[src/sv/athist_pkg.sv]
// ----------------------------------------------------------------------------
// athist_pkg
// Shared types, sizes and the size-bucket classifier for the allocation
// trace size histogram.
// ----------------------------------------------------------------------------
package athist_pkg;

    localparam int NUM_BUCKETS     = 14;
    localparam int COUNT_WIDTH_DEF = 32;
    localparam int BIN_W           = 4;
    localparam int ADDR_W          = 64;
    localparam int SIZE_W          = 48;
    localparam int BYTES_W         = 64;
    localparam int FIELD_W         = 32;

    localparam int S_TDATA_W = 120;
    localparam int M_TDATA_W = 232;

    typedef enum logic {
        OP_RECORD = 1'b0,
        OP_READ   = 1'b1
    } t_op;

    localparam logic [SIZE_W-1:0] BUCKET_LIMIT [0:NUM_BUCKETS-2] = '{
        48'd32, 48'd64, 48'd128, 48'd256, 48'd512, 48'd1024, 48'd4096,
        48'd16384, 48'd32768, 48'd65536, 48'd131072, 48'd262144, 48'd1048576
    };

    typedef struct packed {
        logic              inc_alloc;
        logic              inc_temp;
        logic [SIZE_W-1:0] bytes;
    } t_bin_upd;

    typedef struct packed {
        logic [FIELD_W-1:0] bin_temps;
        logic [BYTES_W-1:0] bin_bytes;
        logic [FIELD_W-1:0] bin_allocs;
        logic [FIELD_W-1:0] temp_total;
        logic [FIELD_W-1:0] leaked_count;
        logic [FIELD_W-1:0] total_allocs;
        logic               was_temporary;
        logic [BIN_W-1:0]   bucket_index;
    } t_result;

    // smallest bucket whose upper bound holds the size
    function automatic logic [BIN_W-1:0] size_bucket(input logic [SIZE_W-1:0] size);
        logic [BIN_W-1:0] res;
        res = BIN_W'(NUM_BUCKETS - 1);
        for (int b = NUM_BUCKETS - 2; b >= 0; b--) begin
            if (size <= BUCKET_LIMIT[b]) begin
                res = BIN_W'(b);
            end
        end
        return res;
    endfunction

endpackage

[src/sv/athist_bin.sv]
// ----------------------------------------------------------------------------
// athist_bin
// Counters of one size bucket: allocation count, byte sum, temporary count.
// ----------------------------------------------------------------------------
module athist_bin
    import athist_pkg::*;
#(
    parameter int COUNT_WIDTH = COUNT_WIDTH_DEF
) (
    input  logic                   i_clk,
    input  logic                   i_rst_n,
    input  t_bin_upd               i_upd,
    output logic [COUNT_WIDTH-1:0] o_allocs,
    output logic [BYTES_W-1:0]     o_bytes,
    output logic [COUNT_WIDTH-1:0] o_temps
);

    logic [COUNT_WIDTH-1:0] r_allocs, n_alloc_cnt;
    logic [BYTES_W-1:0]     r_bytes,  n_bytes;
    logic [COUNT_WIDTH-1:0] r_temps,  n_temps;

    always_comb begin
        n_alloc_cnt = r_allocs;
        n_bytes     = r_bytes;
        n_temps     = r_temps;
        if (i_upd.inc_alloc) begin
            n_alloc_cnt = r_allocs + COUNT_WIDTH'(1);
            n_bytes     = r_bytes + BYTES_W'(i_upd.bytes);
        end
        if (i_upd.inc_temp) begin
            n_temps = r_temps + COUNT_WIDTH'(1);
        end
    end

    always_ff @(posedge i_clk) begin
        if (!i_rst_n) begin
            r_allocs <= '0;
            r_bytes  <= '0;
            r_temps  <= '0;
        end else begin
            r_allocs <= n_alloc_cnt;
            r_bytes  <= n_bytes;
            r_temps  <= n_temps;
        end
    end

    assign o_allocs = r_allocs;
    assign o_bytes  = r_bytes;
    assign o_temps  = r_temps;

endmodule

[config.mk]
export PLATFORM = sky130hd
export DESIGN_NAME = athist_bin
export DESIGN_NICKNAME = d
export VERILOG_FILES = /design/src/sv/athist_pkg.sv /design/src/sv/athist_bin.sv
export SDC_FILE = /design/constraint.sdc
export NUM_CORES = 1
export LEC_CHECK = 0
export BUFFER_PORTS_ARGS = -buffer_cell sky130_fd_sc_hd__clkbuf_2
export CAP_MARGIN = 20
export CORE_MARGIN = 3
export CORE_UTILIZATION = 35
export DETAILED_ROUTE_END_ITERATION = 10
export GPL_TIMING_DRIVEN = 0
export PLACE_DENSITY = 0.66
export SYNTH_ARGS = -nofsm -noshare
export SYNTH_HDL_FRONTEND = slang
export SYNTH_SLANG_ARGS = --single-unit
[constraint.sdc]
create_clock -name i_clk -period 4.9 [get_ports i_clk]
set_input_delay 1.225 -clock i_clk [delete_from_list [all_inputs] [get_ports i_clk]]
set_output_delay 1.225 -clock i_clk [all_outputs]
set_load 0.02 [all_outputs]
# --- Yosys cells after proc, flatten, opt, wreduce, memory -nomap -nowiden ---
# Cells that the tools add are included.
op_classes:
  add_sub_neg: 3
ops:
  columns: ["op", "count"]
  rows:
  - ["32-bit by 1-bit adder with 32-bit output, second input constant", 2]
  - ["64-bit by 48-bit adder with 64-bit output", 1]
totals:
  in_bits: 52
  ff_bits: 128
  wordCells: 6
  out_inout_bits: 128

# --- Longest topological paths before layout ---
# Gate-level depths: netlist (run 1).
logic_depth:
  depth_word: 1
  depth_mapped: 13
  mapped_depth_nobuf: 12

# --- Worst setup path after synthesis (run 1) ---
# OpenSTA, ideal clock, no wires.
synth_timing:
  kind: "input -> register"
  startpoint: "input port i_upd[0] (netlist name)"
  endpoint: "register r_bytes[60] (netlist: o_bytes[60])"
  setup_ns: 0.128
  path_slack_ns: 1.176
  n_path_buf: 0
  stages: 12
  required_ns: 4.772
  t_arrival_ns: 3.597
  cell_sequence: "ha_1 fa_1 a211oi_1 nor2_1 o31ai_1 a21boi_1 o21ai_1 a21oi_2 o31ai_4 nor3b_1 xnor2_1 nor2_1"
synth_between:
  elab_chain_cells: 1
synth_lines:
  columns: ["item", "line_no", "text"]
  rows:
  - ["start, declared", "athist_bin.sv:12", "input t_bin_upd i_upd,"]
  - ["64-bit by 48-bit adder with 64-bit output", "athist_bin.sv:28", "n_bytes = r_bytes + BYTES_W'(i_upd.bytes);"]
  - ["end signal, assigned", "athist_bin.sv:42", "r_bytes <= n_bytes;"]
  - ["end, declared", "athist_bin.sv:19", "logic [BYTES_W-1:0] r_bytes, n_bytes;"]
# Every way passes these cells.
# A chain may end at the register's enable or synchronous reset.

# --- Final worst setup path (run 1) ---
# Ends and elaborated chain as after synthesis.

==> results of run 1 <==
## worst reg2reg max path, stage by stage, from the launching register on
cell and delay (ns):
dfxtp_1 0.32, ha_1 0.22, fa_1 0.42, a211oi_1 0.26, nor2_1 0.11, o31ai_1 0.49
a21boi_1 0.18, o21ai_1 0.38, a21oi_2 0.14, o31ai_4 0.56, nor3b_1 0.14, xnor2_1 0.17
nor2_1 0.05
## area by class of cell
type,instances,area (um2)
inverters,17,63.8
multi-input cells,754,4950
plain buffers,35,158
clock inverters,15,163
flip-flops and latches,128,2560
repair buffers,178,891
well taps,275,344
clock buffers,17,425
fillers,2129,11800
## through the flow
step	power [uW]	utilization	hold slack [ns]	instances
floorplan	2040	-	0.538	934
global placement	2330	0.420	0.471	1387
detailed placement	2340	0.420	0.477	1387
CTS	3650	0.448	0.486	1419
global route	3830	0.448	0.509	1419
finish	3620	0.448	0.482	1419
## worst min-delay path by stage
stage | start | endpoint | slack [ns]
floorplan | o_bytes[35]$_SDFFE_PN0P_ | o_bytes[35]$_SDFFE_PN0P_ | 0.54
global placement | o_bytes[63]$_SDFFE_PN0P_ | o_bytes[63]$_SDFFE_PN0P_ | 0.47
detailed placement | o_bytes[35]$_SDFFE_PN0P_ | o_bytes[35]$_SDFFE_PN0P_ | 0.48
CTS | o_bytes[35]$_SDFFE_PN0P_ | o_bytes[35]$_SDFFE_PN0P_ | 0.49
global route | o_bytes[35]$_SDFFE_PN0P_ | o_bytes[35]$_SDFFE_PN0P_ | 0.51
finish | o_bytes[35]$_SDFFE_PN0P_ | o_bytes[35]$_SDFFE_PN0P_ | 0.48
## cell usage after synthesis, types with 18 or more instances
| cell type | number |
|---|---|
| xnor2_1 | 40 |
| nand3_1 | 28 |
| a21o_1 | 20 |
| mux2i_1 | 33 |
| nor2_1 | 139 |
| or3_1 | 18 |
| nand2_1 | 74 |
| nand4_1 | 22 |
| a21oi_1 | 67 |
| clkbuf_1 | 21 |
| dfxtp_1 | 128 |
| o21ai_0 | 44 |
| xor2_1 | 60 |
| ha_1 | 50 |
## layer usage
metal / global-route usage / up-vias / routed length, um
met5: 0 / - / 0
met4: 0.0711 / 0 / 597
met3: 0.0375 / 39 / 1120
met2: 0.283 / 209 / 9760
met1: 0.245 / 3441 / 10500
li1: - / 3725 / -
## power by group
part / internal [uW] / total (uW) / switching (uW)
combinational: 452 / 1140 / 686
sequential: 1120 / 1190 / 71.4
clock: 726 / 1290 / 565
total: 2300 / 3620 / 1320
## flip-flops by register name, summed over array words and instances (netlist names)
signal,cells
o_temps,32
o_allocs,32
o_bytes,64
## cell families after synthesis
family          share of synthesized area
fa+ha+maj                          0.0834
flops                               0.331
compound gates                      0.173
mux                                0.0441
xor+xnor                            0.113
simple gates                        0.227
buf+inv                            0.0286
==> metrics.md, run 1 <==
| Metric | Value |
|---|---|
| Outcome | `complete, no violations` |
| Endpoints failing hold | `0` |
| Final worst path period share | `0.848` |
| Pre-Repair DR Iteration Count | `5` |
| WL per Instance | `15.5 um` |
| Clock tree buffer depth | `2` |
| RSZ-0062 raised after global routing | `false` |
| Critical-path cell list | `clkbuf_2 -> ha_1 -> fa_1 -> a211oi_1 -> nor2_1 -> o31ai_1 -> a21boi_1 -> o21ai_1 -> a21oi_2 -> o31ai_4 -> nor3b_1 -> xnor2_1 -> nor2_1` |
| CTS root buffer | `clkbuf_16` |
| Clock period minus worst slack | `4.16 ns` |
| Routed vias | `7414` |
| Core ar. | `21400 um2` |
| Post-synthesis cell area | `7740 um2` |
| Die width | `155 um` |
| Clk pin slew, worst setup/hold paths | `0.06 ns` |
| Post-DR vias/cell | `5.22` |
| Num CTS Buffers | `17` |
| Setup slack after layout | `0.743 ns` |
| Ant. Diodes | `0` |
| CTS tree | `done` |
| H-tree levels | `4` |
| Critical Path Start | `i_upd[0]` |
| Boundary pin count | `180` |
| Mean post-synth cell area | `8.29 um2` |
| Top-area cell type share of the netlist area | `0.331` |
| Ys flop type | `dfxtp_1` |
| Slowest stage delay, CP | `0.56 ns` |
| CP endpoint kind | `register` |
| PostCTS Resize Cnt | `0` |
| Reg2reg setup slack | `1.32 ns` |
| First-pass GRT wire length | `35500 um` |
| Startpoint types | `primary input` |
| # hold bufs at CTS | `0` |
| LEAKAGE | `0.00424 uW` |
| Clock latency at the later pin of the worst-skew pair | `0.42 ns` |
| Fmax | `241 MHz` |
| Max-slew headroom | `0.397` |
| Final GP Congestion | `0.900` |
| YS warnings | `0` |
| Worst Skew | `0.00864 ns` |
| Least-Margin Pin Slew | `0.904 ns` |
| Final Net Count | `1234` |
| Post-DP HPWL | `16900 um` |
| Commonest non-fill, non-tap cell in the layout | `clkbuf_2` |
| Max_cap viols | `0` |
| DR iter-0 viols | `401` |
| Slowest cell on the critical path | `o31ai_4` |
| Layout cells sized above 1 | `0.205` |
| GRT Resource Usage Total | `0.181` |
| Post-synth ARST share | `0` |
| Worst Setup EP | `o_bytes[60]$_SDFFE_PN0P_` |
| Crit path max fanout | `10` |
| Area post-placement | `8970 um2` |
| Peak supply drop | `0.195 mV` |
| Worst reg2reg startpoint | `o_bytes[0]$_SDFFE_PN0P_` |
| Setup Total Neg Slack | `0 ns` |
| Fin area | `9560 um2` |
| CP required | `5.18 ns` |
| WP depth | `13` |
| Final setup violating endpoints | `0` |
| Initial antenna violation count | `0` |
| Final-report max-slew violation count | `0` |
| CP Buf/Inv Count | `1` |
| WP data arrival | `4.44 ns` |
| DP Worst Slack | `0.300 ns` |
| Die Area | `23900 um2` |
| Top post-synthesis cells by area | `dfxtp_1 (33%), ha_1 (8.1%), xor2_1 (6.8%), nor2_1 (6.7%), xnor2_1 (4.5%)` |
| Net Count, Synth | `1037` |
| Power Density | `378 nW/um2` |
| HP Class | `reg2reg` |
| Register area share after synthesis | `0.331` |
| FP Rows | `53` |
| Post CTS Setup Buffer Count | `0` |
| Starting Density | `0.362` |
| Vias in the first global route | `7021` |
| Drt total wl | `22000 um` |
| ANT nets after route | `0` |
| Cell family contributing the most delay on the critical path | `compound AO/OA/AOI/OAI gates` |
| # port buffers | `178` |
| Sink Count | `128` |
| R2r worst-path depth | `12` |
| WS Path Type | `in2reg` |
| Synth cell types | `65` |
| Grt ovf | `0` |
| Most frequent cells in the layout | `clkbuf_2 (178), nor2_1 (139), dfxtp_1 (128)` |
| Largest net degree at the start of global routing | `17` |
| Die Y | `155 um` |
| Area delta synth->final | `23.6%` |
| Hold depth | `2` |
| EDFF count, synth | `0` |
| RR Endpoint | `o_bytes[60]$_SDFFE_PN0P_` |
| FF+latch count, synth | `128` |
| Most common cell on crit path | `nor2_1` |
| Synth area leader | `dfxtp_1` |
| Gate Count Post-Synth | `934` |
| Drt drc | `0` |
No activity file was read; power rests on OpenSTA's default activity.
==> run 2, diff against run 1 <==
--- a/config.mk
+++ b/config.mk
@@ -11,7 +11,7 @@
 export CORE_UTILIZATION = 35
 export DETAILED_ROUTE_END_ITERATION = 10
 export GPL_TIMING_DRIVEN = 0
-export PLACE_DENSITY = 0.66
+export PLACE_DENSITY = 0.68
 export SYNTH_ARGS = -nofsm -noshare
 export SYNTH_HDL_FRONTEND = slang
 export SYNTH_SLANG_ARGS = --single-unit
==> constraint.sdc (replaced) <==
create_clock -name i_clk -period 3.8 [get_ports i_clk]
set_input_delay 0.95 -clock i_clk [delete_from_list [all_inputs] [get_ports i_clk]]
set_output_delay 0.95 -clock i_clk [all_outputs]
set_load 0.02 [all_outputs]
==> run 2 against run 1 <==
  * Count of clock-buffer cells in the layout unchanged
  * Largest power group unchanged
  * Critical path depth unchanged
  * Die area unchanged
  * Critical endpoint is now o_bytes[34]$_SDFFE_PN0P_
  * Wire length down 0.25%
  * Clock skew down 0.00098 ns
  * Sequential power up 29%
  * Power up 28%
==> metrics.md, run 2 (synthesis results as in run 1) <==
| Metric | Value |
|---|---|
| Ant. Diodes | `0` |
| Crit path max fanout | `3` |
| Final worst path period share | `0.933` |
| Max-slew headroom | `0.369` |
| Startpoint types | `primary input` |
| Clock power share | `0.352` |
| Clock latency at the later pin of the worst-skew pair | `0.42 ns` |
| DR iter-0 viols | `369` |
| Switching Fraction | `0.372` |
| Boundary pin count | `180` |
| CTS tree | `done` |
| Layout cells sized above 1 | `0.207` |
| CTS root buffer | `clkbuf_16` |
| Fmax | `282 MHz` |
| Final non-filler cell total | `1420` |
| Die Y | `155 um` |
| Die Area | `23900 um2` |
| Core ar. | `21400 um2` |
| Post-DP HPWL | `16800 um` |
| Dpl cells | `1387` |
| Final Net Count | `1235` |
| Post-DR vias/cell | `5.22` |
| # port buffers | `178` |
| CP required | `4.09 ns` |
| Routed vias | `7419` |
| Max FFs per register | `64` |
| Vias in the first global route | `7017` |
| RSZ-0062 raised after global routing | `false` |
| Initial antenna violation count | `0` |
| Clock tree buffer depth | `2` |
| # hold bufs at CTS | `0` |
| WL per Instance | `15.4 um` |
| CP endpoint kind | `register` |
| Starting Density | `0.362` |
| Flop pwr share | `0.331` |
| Peak supply drop | `0.255 mV` |
| Fin area | `9590 um2` |
| HP Class | `reg2reg` |
| P_sw | `1720 uW` |
| GRT Resource Usage Total | `0.183` |
| Pre-Repair DR Iteration Count | `4` |
| Drt total wl | `21900 um` |
| Grt ovf | `0` |
| LEAKAGE | `0.00424 uW` |
| Largest net degree at the start of global routing | `17` |
| First-pass GRT wire length | `35700 um` |
| Die width | `155 um` |
| Endpoints failing hold | `0` |
| Drt drc | `0` |
| H-tree levels | `4` |
| Worst Skew | `0.00766 ns` |
| Num CTS Buffers | `17` |
| Fin util | `0.449` |
| WP data arrival | `3.84 ns` |
| Area delta synth->final | `23.9%` |
| Least-Margin Pin Slew | `0.947 ns` |
| Sink Count | `128` |
| Final GP Congestion | `0.929` |
| Pint | `2920 uW` |
| Outcome | `complete, no violations` |
| ANT nets after route | `0` |
| WS Path Type | `in2reg` |
| Clock period minus worst slack | `3.55 ns` |
| Final-report max-slew violation count | `0` |
| FP Rows | `53` |
| Max_cap viols | `0` |
| Combinational Power Share | `0.318` |
| Most frequent cells in the layout | `clkbuf_2 (178), nor2_1 (139), dfxtp_1 (128)` |
| Commonest non-fill, non-tap cell in the layout | `clkbuf_2` |
| Clk pin slew, worst setup/hold paths | `0.07 ns` |
| Power Density | `484 nW/um2` |
| Area post-placement | `8970 um2` |
| Final setup violating endpoints | `0` |
[run 2: per-layer routing]
metal	vias up	wire length, um	track usage
met5	-	0	0
met4	0	397	0.0580
met3	29	1200	0.0406
met2	205	10100	0.297
met1	3458	10300	0.242
li1	3727	-	-
[run 2: what timing repair did]
item / CTS / global route
resized for setup: 1 / 0
endpoints found under the setup margin: 5 / 7
gates cloned: 0 / 0
pin swaps: 0 / 1
setup buffers: 0 / 1
[run 2: worst paths after layout]
path                             from                        to  slack [ns]  depth (start not counted)
min reg2reg  o_bytes[35]$_SDFFE_PN0P_  o_bytes[35]$_SDFFE_PN0P_        0.48                          2
max                          i_upd[0]  o_bytes[34]$_SDFFE_PN0P_        0.25                         13
max reg2reg   o_bytes[0]$_SDFFE_PN0P_  o_bytes[34]$_SDFFE_PN0P_        0.55                         12
min          o_bytes[35]$_SDFFE_PN0P_  o_bytes[35]$_SDFFE_PN0P_        0.48                          2
[run 2: power groups by stage]
stage	Combinational, uW	Sequential, uW	Clock, uW
after floorplan	970	1670	0
after global placement	1430	1560	0
after CTS	1460	1530	1670
final	1470	1530	1630
after detailed placement	1450	1560	0
after global routing	1630	1550	1740
[run 2: area by class of cell]
class	count	area, um2
clock buffer	17	425
multi-input combinational	754	4960
tap	275	344
clock inverter	15	165
fill	2165	11800
sequential	128	2560
buffer	35	158
inverter	17	63.8
timing repair buffer	179	911
[run 2: critical path: stages]
cell,delay (ns)
clkbuf_2,0.09
ha_1,0.23
fa_1,0.43
a211oi_1,0.26
nor2_1,0.12
o31ai_2,0.34
a21boi_1,0.16
nor2_1,0.25
o21a_1,0.23
o21ai_0,0.18
a211oi_1,0.32
xor2_1,0.19
o21ai_0,0.08
[run 2: through the flow]
stage | hold WS, ns | total power [uW] | setup WS, ns | TNS [ns]
floorplan | 0.538 | 2640 | 0.351 | 0
global placement | 0.472 | 2990 | -0.429 | -4.50
detailed placement | 0.470 | 3010 | -0.457 | -4.61
CTS | 0.480 | 4670 | 0.120 | 0
global route | 0.494 | 4920 | 0.0984 | 0
finish | 0.478 | 4640 | 0.253 | 0
